==> config.mk <==
export PLATFORM = sky130hd
export DESIGN_NAME = h264_fu_a_packetizer
export DESIGN_NICKNAME = d
export VERILOG_FILES = /design/src/h264fu_pkg.sv /design/src/h264_fu_a_packetizer.sv /design/src/h264fu_front.sv /design/src/h264fu_queue.sv /design/src/h264fu_back.sv
export SDC_FILE = /design/constraint.sdc
export NUM_CORES = 1
export LEC_CHECK = 0
export BUFFER_PORTS_ARGS = -buffer_cell sky130_fd_sc_hd__buf_2
export CAP_MARGIN = 20
export CORE_MARGIN = 3
export CORE_UTILIZATION = 55
export DETAILED_ROUTE_END_ITERATION = 7
export PLACE_DENSITY = 0.82
export SLEW_MARGIN = 20
export SYNTH_ARGS = -nofsm -noshare
export SYNTH_HDL_FRONTEND = slang
export SYNTH_SLANG_ARGS = --single-unit
export TNS_END_PERCENT = 5
==> constraint.sdc <==
create_clock -name clk -period 3.95 [get_ports clk]
set_clock_uncertainty 0.2 [all_clocks]
set_input_delay 0.79 -clock clk [delete_from_list [all_inputs] [get_ports clk]]
set_output_delay 0.79 -clock clk [all_outputs]
set_load 0.02 [all_outputs]
==> src/h264fu_pkg.sv <==
`timescale 1ns / 1ps

package h264fu_pkg;

  localparam logic [7:0]  FU_A_TYPE   = 8'd28;
  localparam logic [7:0]  NRI_MASK    = 8'h60;
  localparam logic [7:0]  TYPE_MASK   = 8'h1F;
  localparam logic [7:0]  FU_START    = 8'h80;
  localparam logic [7:0]  FU_END      = 8'h40;
  localparam logic [15:0] LIMIT_RESET = 16'd1400;
  localparam logic [15:0] FU_OVERHEAD = 16'd2;

  // one queued payload byte, optionally preceded by the two FU-A header words
  typedef struct packed {
    logic [7:0]  data;
    logic [7:0]  fu_ind;
    logic [7:0]  fu_hdr;
    logic        has_fu;
    logic        first;
    logic        last;
    logic        mark;
    logic [31:0] ts;
  } q_entry_t;

  // back-end word sequencer
  typedef enum logic [1:0] {
    ST_LEAD,
    ST_HDR,
    ST_DATA
  } emit_st_t;

endpackage

==> src/h264_fu_a_packetizer.sv <==
`timescale 1ns / 1ps

// Channel  Handshake            Payload
// in       in_valid/in_ready    data_byte, nal_start, nal_end, nal_length, recv_time
// out      out_valid/out_ready  pkt_byte, pkt_first, pkt_last, marker, timestamp
// cfg      cfg_wr_en            cfg_wr_data = packet_limit
//
// One input word per cycle while the queue has room; a fragment's opening byte
// expands into three output words: indicator, FU header, then the data byte.
// The front classifies each byte as it is accepted; the queue (QUEUE_DEPTH entries)
// absorbs header expansion, and in_ready drops only when the queue is full.
// Synchronous active-low reset; no clearing pass, ready the cycle after reset.
// in_ready never depends on out_ready combinationally.
module h264_fu_a_packetizer #(
  parameter int QUEUE_DEPTH = 4
) (
  input  logic        clk,
  input  logic        rst_n,
  // configuration
  input  logic        cfg_wr_en,
  input  logic [15:0] cfg_wr_data,
  // NAL byte stream
  input  logic        in_valid,
  output logic        in_ready,
  input  logic [7:0]  in_data_byte,
  input  logic        in_nal_start,
  input  logic        in_nal_end,
  input  logic [15:0] in_nal_length,
  input  logic [63:0] in_recv_time,
  // RTP payload stream
  output logic        out_valid,
  input  logic        out_ready,
  output logic [7:0]  out_pkt_byte,
  output logic        out_pkt_first,
  output logic        out_pkt_last,
  output logic        out_marker,
  output logic [31:0] out_timestamp
);

  logic                 in_fire;
  logic                 push;
  logic                 pop;
  logic                 full;
  logic                 empty;
  logic                 nal_end_seen;
  h264fu_pkg::q_entry_t push_entry;
  h264fu_pkg::q_entry_t head;

  assign in_ready = !full;
  assign in_fire  = in_valid && in_ready;
  // NAL length alone decides where a unit ends; the end mark is advisory
  assign nal_end_seen = in_fire && in_nal_end;

  // classify bytes, track NAL / fragment counters and timestamp base
  h264fu_front u_front (
    .clk           (clk),
    .rst_n         (rst_n),
    .cfg_wr_en     (cfg_wr_en),
    .cfg_wr_data   (cfg_wr_data),
    .in_fire       (in_fire),
    .in_data_byte  (in_data_byte),
    .in_nal_start  (in_nal_start),
    .in_nal_length (in_nal_length),
    .in_recv_time  (in_recv_time),
    .push          (push),
    .push_entry    (push_entry)
  );

  // decouples byte intake from word emission
  h264fu_queue #(
    .DEPTH (QUEUE_DEPTH)
  ) u_queue (
    .clk        (clk),
    .rst_n      (rst_n),
    .push       (push),
    .push_entry (push_entry),
    .pop        (pop),
    .full       (full),
    .empty      (empty),
    .head       (head)
  );

  // expand entries into indicator / FU header / data words
  h264fu_back u_back (
    .clk           (clk),
    .rst_n         (rst_n),
    .head          (head),
    .empty         (empty),
    .pop           (pop),
    .out_valid     (out_valid),
    .out_ready     (out_ready),
    .out_pkt_byte  (out_pkt_byte),
    .out_pkt_first (out_pkt_first),
    .out_pkt_last  (out_pkt_last),
    .out_marker    (out_marker),
    .out_timestamp (out_timestamp)
  );

`ifndef SYNTH
  a_end_accepted: assert property (@(posedge clk) disable iff (!rst_n)
    nal_end_seen |-> in_ready)
    else $error("end mark seen without acceptance");

  a_stall_holds_out: assert property (@(posedge clk) disable iff (!rst_n)
    (out_valid && !out_ready) |=> (out_valid && $stable(out_pkt_byte)))
    else $error("output word changed under stall");

  a_push_needs_room: assert property (@(posedge clk) disable iff (!rst_n)
    push |-> in_fire)
    else $error("queue write without accepted input");
`endif

endmodule

==> src/h264fu_front.sv <==
`timescale 1ns / 1ps

module h264fu_front (
  input  logic                 clk,
  input  logic                 rst_n,
  input  logic                 cfg_wr_en,
  input  logic [15:0]          cfg_wr_data,
  input  logic                 in_fire,
  input  logic [7:0]           in_data_byte,
  input  logic                 in_nal_start,
  input  logic [15:0]          in_nal_length,
  input  logic [63:0]          in_recv_time,
  output logic                 push,
  output h264fu_pkg::q_entry_t push_entry
);

  logic [15:0] limit_r, limit_nxt;
  logic [15:0] psize_r, psize_nxt;     // fragment payload size, kept ready
  logic [31:0] base_lo_r, base_lo_nxt;
  logic        base_set_r, base_set_nxt;
  logic [31:0] cur_ts_r, cur_ts_nxt;
  logic        frag_r, frag_nxt;
  logic [7:0]  saved_hdr_r, saved_hdr_nxt;
  logic [15:0] left_nal_r, left_nal_nxt;
  logic [15:0] left_pkt_r, left_pkt_nxt;
  logic        first_frag_r, first_frag_nxt;

  logic [15:0] len_eff;
  logic [31:0] ts_new;
  logic        endf;
  logic [15:0] chunk;

  assign len_eff = (in_nal_length == '0) ? 16'd1 : in_nal_length;
  assign ts_new  = base_set_r ? (in_recv_time[31:0] - base_lo_r) : '0;
  assign endf    = (left_nal_r <= psize_r);
  assign chunk   = endf ? left_nal_r : psize_r;

  always_comb begin
    limit_nxt      = limit_r;
    psize_nxt      = psize_r;
    base_lo_nxt    = base_lo_r;
    base_set_nxt   = base_set_r;
    cur_ts_nxt     = cur_ts_r;
    frag_nxt       = frag_r;
    saved_hdr_nxt  = saved_hdr_r;
    left_nal_nxt   = left_nal_r;
    left_pkt_nxt   = left_pkt_r;
    first_frag_nxt = first_frag_r;
    push           = 1'b0;
    push_entry     = '0;
    push_entry.data = in_data_byte;
    push_entry.ts   = cur_ts_r;

    if (cfg_wr_en) begin
      limit_nxt = cfg_wr_data;
      psize_nxt = (cfg_wr_data > (h264fu_pkg::FU_OVERHEAD + 16'd1)) ?
                  (cfg_wr_data - h264fu_pkg::FU_OVERHEAD) : 16'd1;
    end

    if (in_fire) begin
      if (in_nal_start) begin
        if (!base_set_r) begin
          base_lo_nxt  = in_recv_time[31:0];
          base_set_nxt = |in_recv_time;
        end
        cur_ts_nxt     = ts_new;
        saved_hdr_nxt  = in_data_byte;
        left_pkt_nxt   = '0;
        first_frag_nxt = 1'b1;
        frag_nxt       = !(len_eff < limit_r);
        left_nal_nxt   = len_eff - 16'd1;
        if (len_eff < limit_r) begin
          push             = 1'b1;
          push_entry.first = 1'b1;
          push_entry.last  = (len_eff == 16'd1);
          push_entry.mark  = 1'b1;
          push_entry.ts    = ts_new;
        end
      end else if (left_nal_r != '0) begin
        push         = 1'b1;
        left_nal_nxt = left_nal_r - 16'd1;
        if (!frag_r) begin
          push_entry.last = (left_nal_r == 16'd1);
          push_entry.mark = 1'b1;
        end else if (left_pkt_r == '0) begin
          // opening byte of a fragment: indicator and FU header go first
          push_entry.has_fu = 1'b1;
          push_entry.fu_ind = (saved_hdr_r & h264fu_pkg::NRI_MASK) | h264fu_pkg::FU_A_TYPE;
          push_entry.fu_hdr = (first_frag_r ? h264fu_pkg::FU_START : 8'h00) |
                              (endf ? h264fu_pkg::FU_END : 8'h00) |
                              (saved_hdr_r & h264fu_pkg::TYPE_MASK);
          push_entry.last   = (chunk == 16'd1);
          push_entry.mark   = endf;
          first_frag_nxt    = 1'b0;
          left_pkt_nxt      = chunk - 16'd1;
        end else begin
          push_entry.last = (left_pkt_r == 16'd1);
          push_entry.mark = (left_pkt_r == left_nal_r);
          left_pkt_nxt    = left_pkt_r - 16'd1;
        end
      end
    end
  end

  always_ff @(posedge clk) begin
    if (!rst_n) begin
      limit_r      <= h264fu_pkg::LIMIT_RESET;
      psize_r      <= h264fu_pkg::LIMIT_RESET - h264fu_pkg::FU_OVERHEAD;
      base_lo_r    <= '0;
      base_set_r   <= 1'b0;
      cur_ts_r     <= '0;
      frag_r       <= 1'b0;
      saved_hdr_r  <= '0;
      left_nal_r   <= '0;
      left_pkt_r   <= '0;
      first_frag_r <= 1'b1;
    end else begin
      limit_r      <= limit_nxt;
      psize_r      <= psize_nxt;
      base_lo_r    <= base_lo_nxt;
      base_set_r   <= base_set_nxt;
      cur_ts_r     <= cur_ts_nxt;
      frag_r       <= frag_nxt;
      saved_hdr_r  <= saved_hdr_nxt;
      left_nal_r   <= left_nal_nxt;
      left_pkt_r   <= left_pkt_nxt;
      first_frag_r <= first_frag_nxt;
    end
  end

endmodule

==> src/h264fu_queue.sv <==
`timescale 1ns / 1ps

module h264fu_queue #(
  parameter int DEPTH = 4
) (
  input  logic                 clk,
  input  logic                 rst_n,
  input  logic                 push,
  input  h264fu_pkg::q_entry_t push_entry,
  input  logic                 pop,
  output logic                 full,
  output logic                 empty,
  output h264fu_pkg::q_entry_t head
);

  localparam int PW = (DEPTH > 1) ? $clog2(DEPTH) : 1;
  localparam int CW = $clog2(DEPTH + 1);

  h264fu_pkg::q_entry_t mem_r [DEPTH];
  logic [PW-1:0] wr_ptr_r, wr_ptr_nxt;
  logic [PW-1:0] rd_ptr_r, rd_ptr_nxt;
  logic [CW-1:0] cnt_r, cnt_nxt;

  assign full  = (cnt_r == CW'(DEPTH));
  assign empty = (cnt_r == '0);
  assign head  = mem_r[rd_ptr_r];

  always_comb begin
    wr_ptr_nxt = wr_ptr_r;
    rd_ptr_nxt = rd_ptr_r;
    cnt_nxt    = cnt_r;
    if (push) begin
      wr_ptr_nxt = (wr_ptr_r == PW'(DEPTH - 1)) ? '0 : wr_ptr_r + PW'(1);
    end
    if (pop) begin
      rd_ptr_nxt = (rd_ptr_r == PW'(DEPTH - 1)) ? '0 : rd_ptr_r + PW'(1);
    end
    if (push && !pop) begin
      cnt_nxt = cnt_r + CW'(1);
    end else if (pop && !push) begin
      cnt_nxt = cnt_r - CW'(1);
    end
  end

  always_ff @(posedge clk) begin
    if (push) begin
      mem_r[wr_ptr_r] <= push_entry;
    end
  end

  always_ff @(posedge clk) begin
    if (!rst_n) begin
      wr_ptr_r <= '0;
      rd_ptr_r <= '0;
      cnt_r    <= '0;
    end else begin
      wr_ptr_r <= wr_ptr_nxt;
      rd_ptr_r <= rd_ptr_nxt;
      cnt_r    <= cnt_nxt;
    end
  end

`ifndef SYNTH
  a_no_overflow: assert property (@(posedge clk) disable iff (!rst_n)
    !(push && full))
    else $error("queue push while full");

  a_no_underflow: assert property (@(posedge clk) disable iff (!rst_n)
    !(pop && empty))
    else $error("queue pop while empty");

  a_cnt_inc: assert property (@(posedge clk) disable iff (!rst_n)
    (push && !pop) |=> (cnt_r == $past(cnt_r) + CW'(1)))
    else $error("queue count did not track push");
`endif

endmodule

==> src/h264fu_back.sv <==
`timescale 1ns / 1ps

module h264fu_back (
  input  logic                 clk,
  input  logic                 rst_n,
  input  h264fu_pkg::q_entry_t head,
  input  logic                 empty,
  output logic                 pop,
  output logic                 out_valid,
  input  logic                 out_ready,
  output logic [7:0]           out_pkt_byte,
  output logic                 out_pkt_first,
  output logic                 out_pkt_last,
  output logic                 out_marker,
  output logic [31:0]          out_timestamp
);

  h264fu_pkg::emit_st_t st_r, st_nxt;
  logic fire;

  assign out_valid = !empty;
  assign fire      = out_valid && out_ready;

  always_comb begin
    st_nxt = st_r;
    case (st_r)
      h264fu_pkg::ST_LEAD: begin
        if (fire && head.has_fu) begin
          st_nxt = h264fu_pkg::ST_HDR;
        end
      end
      h264fu_pkg::ST_HDR: begin
        if (fire) begin
          st_nxt = h264fu_pkg::ST_DATA;
        end
      end
      h264fu_pkg::ST_DATA: begin
        if (fire) begin
          st_nxt = h264fu_pkg::ST_LEAD;
        end
      end
      default: st_nxt = h264fu_pkg::ST_LEAD;
    endcase
  end

  always_comb begin
    out_timestamp = head.ts;
    out_marker    = head.mark;
    out_pkt_byte  = head.data;
    out_pkt_first = head.first;
    out_pkt_last  = head.last;
    pop           = 1'b0;
    case (st_r)
      h264fu_pkg::ST_LEAD: begin
        if (head.has_fu) begin
          out_pkt_byte  = head.fu_ind;
          out_pkt_first = 1'b1;
          out_pkt_last  = 1'b0;
        end else begin
          pop = fire;
        end
      end
      h264fu_pkg::ST_HDR: begin
        out_pkt_byte  = head.fu_hdr;
        out_pkt_first = 1'b0;
        out_pkt_last  = 1'b0;
      end
      h264fu_pkg::ST_DATA: begin
        pop = fire;
      end
      default: pop = 1'b0;
    endcase
  end

  always_ff @(posedge clk) begin
    if (!rst_n) begin
      st_r <= h264fu_pkg::ST_LEAD;
    end else begin
      st_r <= st_nxt;
    end
  end

`ifndef SYNTH
  a_hdr_only_fu: assert property (@(posedge clk) disable iff (!rst_n)
    (st_r != h264fu_pkg::ST_LEAD) |-> (!empty && head.has_fu))
    else $error("header phase without FU-A entry");

  a_hold_stall: assert property (@(posedge clk) disable iff (!rst_n)
    (out_valid && !out_ready) |=> (st_r == $past(st_r)))
    else $error("sequencer moved during stall");

  a_pop_last_phase: assert property (@(posedge clk) disable iff (!rst_n)
    pop |-> (fire && (st_r == h264fu_pkg::ST_DATA || !head.has_fu)))
    else $error("entry popped before its data word");
`endif

endmodule
==> impl_metrics.csv, run 1 <==
group,metric,value,unit
run_status,status,"finished, final reports clean",
placement,detailed_place_hpwl,32140,um
synthesis,synth_cell_types,82,
synthesis,synth_area_leader_cell,"edfxtp_1",
sta,slew_violations,0,
sta,hold_viol_final,0,
clock_tree,numCtsBuffers,39,
synthesis,synthCells,1712,
finish,antennaDiodeCount,0,
clock_tree,insertion_delay,0.55,ns
power_and_ir_drop,internal_power,7.939,mW
sta,tightest_slew,0.8251,ns
die,die_w,189.3,um
power_and_ir_drop,sw_frac_of_total,32.97,%
die,die_h,189.3,um
worst_setup_path,path_delay_family,"buffers and inverters",
worst_setup_path,critPathArrivalTime,2.74,ns
synthesis,synth_fp_nets,1900,
sta,worst_hold_slack,0.2528,ns
worst_setup_path,path_buf_inv,3,
route,post_drt_wl_per_cell,19.67,um
power_and_ir_drop,power_leakage,8.089,nW
synthesis,yosys_warnings,0,
sta,timing.slew.headroom,44.81,%
placement,portBuffers,154,
global_routing,grt_pass1_wl,73000,um
sta,period_share,94.31,%
clock_tree,clk_pin_slew,0.06,ns
global_routing,overflow,0,
synthesis,synth-seq-area-share,50.59,%
synthesis,synth.area.top_cells,"edfxtp_1, dfxtp_1, mux4_2",
flow_run,drv_cap,0,
power_and_ir_drop,p_switching,3.905,mW
worst_setup_path,path_max_fanout,27,
route,vias_per_cell,5.971,
clock_tree,cts_tree,"built",
clock_tree,cts_setup_buffers,0,
global_routing,antenna_found_initial,1,
worst_setup_path,cp-end-kind,"primary output",
placement,placed_area,19980,um2
finish,area_delta_synth_final,15.23,%
synthesis,synth_area,18480,um2
power_and_ir_drop,p_clk_share,31.0,%
sta,grt_setup_unrepaired,"false",
die,coreArea,32870,um2
synthesis,yosys-top-cells-count,"nand2_1, edfxtp_1, dfxtp_1",
clock_tree,cts_buffer_depth,3,
route,via_count,13980,
worst_setup_path,cpMostUsedCell,"buf_4",
synthesis,synthFlopType,"edfxtp_1",
placement,place_congestion,0.9603,
min_path,hold_class,"reg2reg",
synthesis,synthArstFlopShare,0,%
die,initial_utilization,56.23,%
worst_setup_path,max_stage_delay,0.64,ns
finish,layout.core_utilization,64.79,%
synthesis,ys_ff_latch,361,
sta,finalWorstSetupSlack,0.2248,ns
worst_setup_path,startpoint_type,"flop",
worst_setup_path,slowest_stage,"mux4_2",
synthesis,postSynthAreaPerCell,10.80,um2
clock_tree,root_buffer,"clkbuf_16",
route,first_iter_violations,1522,
sta,setup_viol,0,
route,routed_wl,46060,um
global_routing,grt_use_total,25.41,%
finish,nets,2057,
route,post-route-drc-count,0,
die,ioPinCount,156,
global_routing,grt_max_degree,68,
power_and_ir_drop,vdd_drop_max,0.4340,mV
die,dieArea,35840,um2
global_routing,grt_pass1_vias,13600,
finish,n_fill_cell,2529,
clock_tree,cts.sinks,361,
power_and_ir_drop,combPwrFrac,29.8,%
power_and_ir_drop,cellPowerDensity,556.2,nW/um2
synthesis,synth_top_cell_area_share,34.45,%
finish,design_area,21300,um2
worst_setup_path,cp.required,2.96,ns
placement,pre_cts_slack,-0.1213,ns
synthesis,yosysMostFrequentCell,"nand2_1",
route,ant_nets,0,
finish,instances_no_fill,2342,
power_and_ir_drop,p_seq_share,39.2,%
die,std_cell_rows,66,
clock_tree,cts_max_level,2,
worst_setup_path,crit_chain,"buf_4 -> buf_4 -> mux4_2 -> buf_2",
worst_setup_path,crit_type,"reg2out",
sta,period_minus_slack,3.725,ns
route,dr.pass1.iters,6,
finish,drive_gt1_share,19.16,%
synthesis,synth-edff-count,212,
sta,fmax,0.2684,GHz
placement,place_inst,2270,
-- tightest hold or removal path, cell delays in order (launching register included) --
cell and delay (ns):
dfxtp_1 0.31, nand2_1 0.05, a21boi_1 0.05
-- routing by layer --
metal  share of wire [%]  up-vias  GRT usage (%)  wire length (um)
met1                  43     6726          35.56             19860
met4                 2.3        2          6.454              1064
li1                    -     6570              -                 -
met3                 7.1       76          3.370              3284
met2                  47      610          42.31             21840
met5               0.028        -              0                13
-- per-stage QoR --
stage          power (mW)  setup TNS, ns
2_1_floorplan       7.067         -46.61
3_3_place_gp        8.067        -0.4738
3_5_place_dp        8.179         -2.183
4_1_cts             11.87              0
5_1_grt             12.39              0
6_report            11.84              0
-- cells in the final DEF, fill, tap and decap left out, types with 6 or more instances in the layout --
master,netlist,layout
xor2_1,44,44
buf_4,0,58
clkbuf_8,0,10
nor4_1,35,35
o211ai_1,17,17
nor3_1,30,30
a31oi_1,9,9
dfxtp_1,149,147
and2_1,46,42
o31ai_1,9,9
nor2b_1,34,34
nand3_1,26,25
and3_1,22,22
nand2_1,222,222
o22ai_1,13,13
buf_12,0,8
mux2i_1,21,21
edfxtp_1,212,212
o21a_1,10,10
buf_2,15,153
xnor2_1,48,48
clkbuf_16,0,40
a22o_1,12,12
a21boi_0,48,48
nor2_1,69,66
a21oi_1,54,54
nand4_1,16,16
o221ai_1,12,12
clkbuf_1,70,11
or3_1,9,9
o21ai_0,100,100
a21o_1,30,30
inv_1,85,85
mux4_2,51,51
nor3b_1,6,6
ha_1,75,75
nand2b_1,9,9
-- power groups by stage --
stage | Combinational (mW) | Sequential, mW | Clock [mW]
after global routing | 3.85 | 4.67 | 3.87
after CTS | 3.51 | 4.64 | 3.72
final | 3.53 | 4.64 | 3.67
after floorplan | 2.46 | 4.60 | 0
after detailed placement | 3.47 | 4.71 | 0
after global placement | 3.40 | 4.67 | 0
-- final timing paths --
| kind | startpoint | end | slack (ns) | cells past startpoint |
|---|---|---|---|---|
| worst max-delay path | flop | out_timestamp[29] | 0.22 | 4 |
| worst min-delay path | u_front.cur_ts_r[20]$_SDFFE_PN0P_ | u_front.cur_ts_r[20]$_SDFFE_PN0P_ | 0.25 | 2 |
| worst max register to register | u_front.left_nal_r[1]$_SDFFE_PN0P_ | u_queue.cnt_r[2]$_SDFFE_PN0P_ | 0.25 | 13 |
| worst min register to register | u_front.cur_ts_r[20]$_SDFFE_PN0P_ | u_front.cur_ts_r[20]$_SDFFE_PN0P_ | 0.25 | 2 |
-- what timing repair did --
action / 4_1_cts / 5_1_grt
hold buffers: 0 / 0
endpoints found under the setup margin: 0 / 5
gates resized for setup: 0 / 1
-- cell type report --
type	instances	area (um2)	area share, %
Timing Repair Buffer	219	1361	6.393
Sequential cell	361	9354	43.92
Inverter	86	322.8	1.516
Clock inverter	11	136.4	0.6404
Clock buffer	61	1180	5.541
Multi-Input combinational cell	1162	8388	39.39
Tap cell	442	553.0	2.597
-- flip-flops by register name, summed over array words and instances (netlist names), 3 cells and up, named ones only --
signal	flops
u_queue.cnt_r	3
u_front.limit_r	16
u_front.base_lo_r	32
u_front.cur_ts_r	32
u_queue.mem_r	212
u_front.saved_hdr_r	7
u_front.left_nal_r	16
u_front.left_pkt_r	16
u_front.psize_r	16
-- kinds of logic after synthesis --
kind of cell               share of synthesized area, %
xor gates and xnor gates                          4.360
muxes                                             7.535
adders and majority gates                         5.294
and+or+nand+nor                                   14.62
AOI/OAI and AO/OA                                 13.48
DFF                                               50.59
buffers and inverters                             4.123
(Power assumes the default switching activity.)
==> run 2, diff against run 1 <==
BUFFER_PORTS_ARGS = default   (was -buffer_cell sky130_fd_sc_hd__buf_2)
CORE_UTILIZATION = 58   (was 55)
DONT_BUFFER_PORTS = 1   (was default)
PLACE_DENSITY = 0.81   (was 0.82)
==> impl_metrics.csv, run 2 (synthesis results as in run 1) <==
group,metric,value,unit
sta,period_minus_slack,3.573,ns
sta,period_share,90.47,%
power_and_ir_drop,cellPowerDensity,565.5,nW/um2
power_and_ir_drop,vdd_drop_max,0.3743,mV
worst_setup_path,cp.required,2.96,ns
sta,tightest_slew,0.8183,ns
placement,portBuffers,0,
route,post-route-drc-count,0,
worst_setup_path,cp-end-kind,"primary output",
finish,layout.core_utilization,65.52,%
finish,n_fill_cell,2284,
die,ioPinCount,156,
finish,area_delta_synth_final,9.857,%
clock_tree,root_buffer,"clkbuf_16",
global_routing,grt_use_total,25.67,%
finish,largest-register,"u_queue.mem_r",
sta,grt_setup_unrepaired,"false",
die,dieArea,34040,um2
die,std_cell_rows,64,
die,die_w,184.5,um
clock_tree,cts.sinks,361,
clock_tree,cts_resized,0,
run_status,status,"finished, final reports clean",
min_path,hold_class,"in2reg",
finish,final_common_cell,"nand2_1",
flow_run,drv_cap,0,
placement,place_congestion,0.9700,
finish,antennaDiodeCount,0,
route,post_drt_wl_per_cell,20.77,um
finish,nets,1887,
sta,fmax,0.2798,GHz
clock_tree,cts_buffer_depth,3,
power_and_ir_drop,power_leakage,7.385,nW
global_routing,antenna_found_initial,0,
clock_tree,cts_max_level,2,
route,vias_per_cell,6.188,
global_routing,grt_pass1_wl,68990,um
die,die_h,184.5,um
clock_tree,clk_pin_slew,0.06,ns
route,dr.pass1.iters,7,
finish,drive_gt1_share,11.23,%
sta,slew_violations,0,
finish,reg_top3,"u_queue.mem_r: 212 flops, u_front.base_lo_r: 32 flops, u_front.cur_ts_r: 32 flops",
placement,place_inst,2054,
worst_setup_path,rr_startpoint,"u_front.psize_r[13]$_SDFFE_PN0P_",
finish,multi_input_area,8386,um2
global_routing,overflow,0,
sta,hold_viol_final,0,
global_routing,grt_max_degree,136,
route,first_iter_violations,1177,
sta,timing.slew.headroom,45.26,%
sta,setup_viol,0,
route,via_count,13140,
die,initial_utilization,59.64,%
min_path,hold_path.startpoint,"in_data_byte[7]",
placement,detailed_place_hpwl,30590,um
route,ant_nets,0,
sta,worst_hold_slack,0.1383,ns
worst_setup_path,critPathArrivalTime,2.58,ns
finish,register_area,9354,um2
clock_tree,insertion_delay,0.54,ns
global_routing,grt_pass1_vias,12470,
worst_setup_path,startpoint_type,"flop",
clock_tree,cts_tree,"built",
clock_tree,cts_setup_buffers,0,
die,coreArea,30990,um2
route,routed_wl,44090,um
finish,final_cell_mix,"nand2_1, edfxtp_1, dfxtp_1",
worst_setup_path,crit_type,"reg2out",
clock_tree,hold_buffers,0,
clock_tree,numCtsBuffers,39,
finish,largest_reg_flops,212,
worst_setup_path,path_max_fanout,7,
finish,instances_no_fill,2123,
[run 2: changes by cell type in the layout (fill, tap and decap cells not counted)]
cell        change
clkinv_2        +4
buf_4          -16
clkinvlp_4      +1
buf_2         -153
buf_12          -1
clkinv_1        +3
clkbuf_1        -7
nor2_2          -1
bufinv_16       +2
clkbuf_8        -6
nor2_1          +1
clkbuf_16       -1
inv_6           +1
[run 2: final timing paths]
check,endpoint,slack (ns),cells past startpoint
worst max-delay path,out_pkt_byte[3],0.38,6
worst min-delay path,u_queue.mem_r[2][59]$_DFFE_PP_,0.14,0
worst max register to register,u_front.left_pkt_r[13]$_SDFFE_PN0P_,0.38,12
worst min register to register,u_front.base_lo_r[18]$_SDFFE_PN0P_,0.26,2
[run 2: layout make-up]
type,instances,share of cell area [%]
inverter,86,1.590
multi-input combinational,1162,41.30
tap,396,2.440
sequential,361,46.07
clock buffer,47,5.152
clock inverter,22,1.202
timing repair buffer,49,2.243
[run 2: critical path, stage by stage, from the launching register on]
cell and delay (ns):
dfxtp_4 0.36, mux4_2 0.57, nor2_1 0.29, nor2_1 0.21
o221ai_1 0.22, o21ai_0 0.12, o21a_1 0.28
[run 2: metrics by stage]
stage	setup WS (ns)	TNS, ns	total power [mW]	cell area (um2)
after floorplan	-0.2931	-46.61	7.067	18480
after global placement	0.05873	0	7.788	19010
after detailed placement	0.01807	0	7.885	19010
after CTS	0.3419	0	11.53	20300
after global routing	0.1952	0	12.01	20300
final	0.3765	0	11.48	20300
[run 2: where the power goes]
part	total [mW]	leakage (nW)	switching [mW]	internal (mW)
combinational	3.23	3.57	2.01	1.22
clock	3.62	0.636	1.51	2.11
sequential	4.63	3.18	0.224	4.41
total	11.5	7.39	3.74	7.74
[run 2: metal layers]
layer / routed length (um) / track usage [%]
met4: 1254 / 7.590
met5: 0 / 0
met1: 19710 / 37.01
met2: 19540 / 39.65
met3: 3587 / 5.289
==> run 3, diff against run 2 <==
--- a/constraint.sdc
+++ b/constraint.sdc
@@ -4,2 +4,2 @@
 set_output_delay 0.79 -clock clk [all_outputs]
-set_load 0.02 [all_outputs]
+set_load 0.1 [all_outputs]
==> impl_metrics.csv, run 3 (synthesis results as in run 1) <==
group,metric,value,unit
die,coreArea,30990,um2
route,vias_per_cell,6.162,
sta,period_minus_slack,3.675,ns
global_routing,grt_use_total,26.32,%
power_and_ir_drop,sw_frac_of_total,38.58,%
clock_tree,clk_pin_slew,0.06,ns
placement,portBuffers,0,
global_routing,grt_pass1_wl,70590,um
route,routed_wl,44770,um
clock_tree,root_buffer,"clkbuf_16",
worst_setup_path,r2r_slack,0.34,ns
power_and_ir_drop,cellPowerDensity,636.8,nW/um2
worst_setup_path,slowest_stage,"dfxtp_2",
power_and_ir_drop,p_clk_share,29.3,%
die,std_cell_rows,64,
clock_tree,numCtsBuffers,38,
placement,place_inst,2065,
worst_setup_path,critPathArrivalTime,2.68,ns
global_routing,grt_max_degree,136,
clock_tree,cts_resized,0,
placement,place_congestion,0.9923,
worst_setup_path,crit_type,"reg2out",
finish,largest_reg_flops,212,
sta,timing.slew.headroom,26.99,%
global_routing,grt_pass1_vias,12740,
worst_setup_path,rr_endpoint,"u_queue.mem_r[0][20]$_DFFE_PP_",
worst_setup_path,startpoint_type,"flop",
finish,largest-register,"u_queue.mem_r",
placement,detailed_place_hpwl,30990,um
route,post_drt_wl_per_cell,20.98,um
global_routing,overflow,0,
finish,instances_no_fill,2134,
min_path,hold-path-endpoint,"u_queue.mem_r[3][56]$_DFFE_PP_",
finish,nets,1897,
power_and_ir_drop,internal_power,8.012,mW
route,via_count,13150,
flow_run,drv_cap,0,
die,dieArea,34040,um2
sta,fmax,0.2721,GHz
clock_tree,hold_buffers,0,
worst_setup_path,path_max_fanout,11,
die,initial_utilization,59.64,%
route,post-route-drc-count,0,
sta,setup_viol,0,
clock_tree,cts.sinks,361,
power_and_ir_drop,p_seq_share,35.5,%
sta,slew_violations,0,
sta,tightest_slew,1.095,ns
worst_setup_path,rr_startpoint,"u_front.base_lo_r[0]$_SDFFE_PN0P_",
clock_tree,cts_buffer_depth,3,
worst_setup_path,reg2regPathDepth,12,
sta,grt_setup_unrepaired,"false",
clock_tree,cts_tree,"built",
power_and_ir_drop,power_leakage,7.478,nW
worst_setup_path,max_stage_delay,0.53,ns
min_path,hold_path.startpoint,"in_data_byte[4]",
worst_setup_path,cpMostUsedCell,"nor2_1",
clock_tree,cts_setup_buffers,0,
worst_setup_path,cp.required,2.96,ns
sta,hold_viol_final,0,
power_and_ir_drop,p_switching,5.033,mW
finish,area_delta_synth_final,10.84,%
route,ant_nets,0,
die,die_h,184.5,um
route,first_iter_violations,1299,
finish,final_cell_mix,"nand2_1, edfxtp_1, dfxtp_1",
worst_setup_path,crit_chain,"mux4_2 -> nor2_1 -> nor2_1 -> o221ai_1 -> o21ai_0 -> o21a_1 -> buf_12",
finish,antennaDiodeCount,0,
die,die_w,184.5,um
min_path,hold_class,"in2reg",
run_status,status,"finished, final reports clean",
clock_tree,insertion_delay,0.55,ns
finish,drive_gt1_share,12.31,%
clock_tree,cts_max_level,2,
die,ioPinCount,156,
power_and_ir_drop,combPwrFrac,35.3,%
route,dr.pass1.iters,5,
power_and_ir_drop,vdd_drop_max,0.5870,mV
global_routing,antenna_found_initial,0,
min_path,hold_depth,0,
worst_setup_path,cp-end-kind,"primary output",
finish,final_common_cell,"nand2_1",
power_and_ir_drop,totalPowerFinal,13.05,mW
finish,reg_top3,"u_queue.mem_r: 212 flops, u_front.base_lo_r: 32 flops, u_front.cur_ts_r: 32 flops",
sta,period_share,93.03,%
==> run 3: changes by cell type in the layout (fill, tap and decap cells not counted), sizes merged <==
cell | before | now
bufinv | 3 | 5
buf | 49 | 60
clkinv | 14 | 8
inv | 90 | 89
clkbuf | 47 | 52
==> run 3: final cells by class <==
class / count / area [um2]
multi-input combinational: 1162 / 8409
clock inverter: 17 / 256.5
timing repair buffer: 60 / 563.0
inverter: 86 / 322.8
sequential: 361 / 9354
fill: 2276 / 10510
clock buffer: 52 / 1084
tap: 396 / 495.5
==> run 3: through the flow <==
| step | utilization [%] | area (um2) | hold slack (ns) | TNS [ns] | worst slack [ns] |
|---|---|---|---|---|---|
| final | 66.10 | 20480 | 0.1221 | 0 | 0.2754 |
| after global placement | 61.77 | 19140 | 0.2421 | 0 | 0.02780 |
| after floorplan | - | 18480 | 0.2350 | -47.24 | -0.2931 |
| after detailed placement | 61.77 | 19140 | 0.2516 | -0.2906 | -0.02739 |
| after global routing | 66.10 | 20480 | 0.1055 | 0 | 0.06111 |
| after CTS | 66.09 | 20480 | 0.1009 | 0 | 0.2548 |
==> run 3: power groups by stage <==
| stage | clock (mW) | sequential (mW) | combinational (mW) |
|---|---|---|---|
| after floorplan | 0 | 4.60 | 3.69 |
| after global placement | 0 | 4.66 | 4.51 |
| after detailed placement | 0 | 4.69 | 4.57 |
| after CTS | 3.88 | 4.62 | 4.59 |
| after global routing | 4.01 | 4.66 | 4.91 |
| final | 3.82 | 4.63 | 4.60 |
==> run 3: critical path, delay by kind of cell (launching register included) <==
family / cells / cell delay, ns
flops: 1 / 0.53
simple gates: 2 / 0.50
mux: 1 / 0.43
compound gates: 3 / 0.52
buf+inv: 1 / 0.17
==> run 3: layer usage <==
metal | wire [um] | vias to the layer above | global-route usage [%] | part of all wire (%)
met1 | 19730 | 6311 | 37.53 | 44
met4 | 1004 | 0 | 7.378 | 2.2
met5 | 0 | - | 0 | 0
li1 | - | 6243 | - | -
met3 | 3705 | 67 | 5.960 | 8.3
met2 | 20330 | 529 | 40.91 | 45
==> run 3: how the worst max path moves through the flow <==
stage | startpoint | endpoint | slack [ns] | cells past startpoint
after global routing | u_front.base_lo_r[0]$_SDFFE_PN0P_ | u_queue.mem_r[2][30]$_DFFE_PP_ | 0.06 | 13
after detailed placement | in_recv_time[0] | u_queue.mem_r[0][24]$_DFFE_PP_ | -0.03 | 16
after floorplan | in_nal_length[9] | u_queue.mem_r[2][0]$_DFFE_PP_ | -0.29 | 10
after global placement | in_recv_time[0] | u_queue.mem_r[0][24]$_DFFE_PP_ | 0.03 | 16
after CTS | flop | out_pkt_byte[3] | 0.25 | 7
final | flop | out_pkt_byte[3] | 0.28 | 7
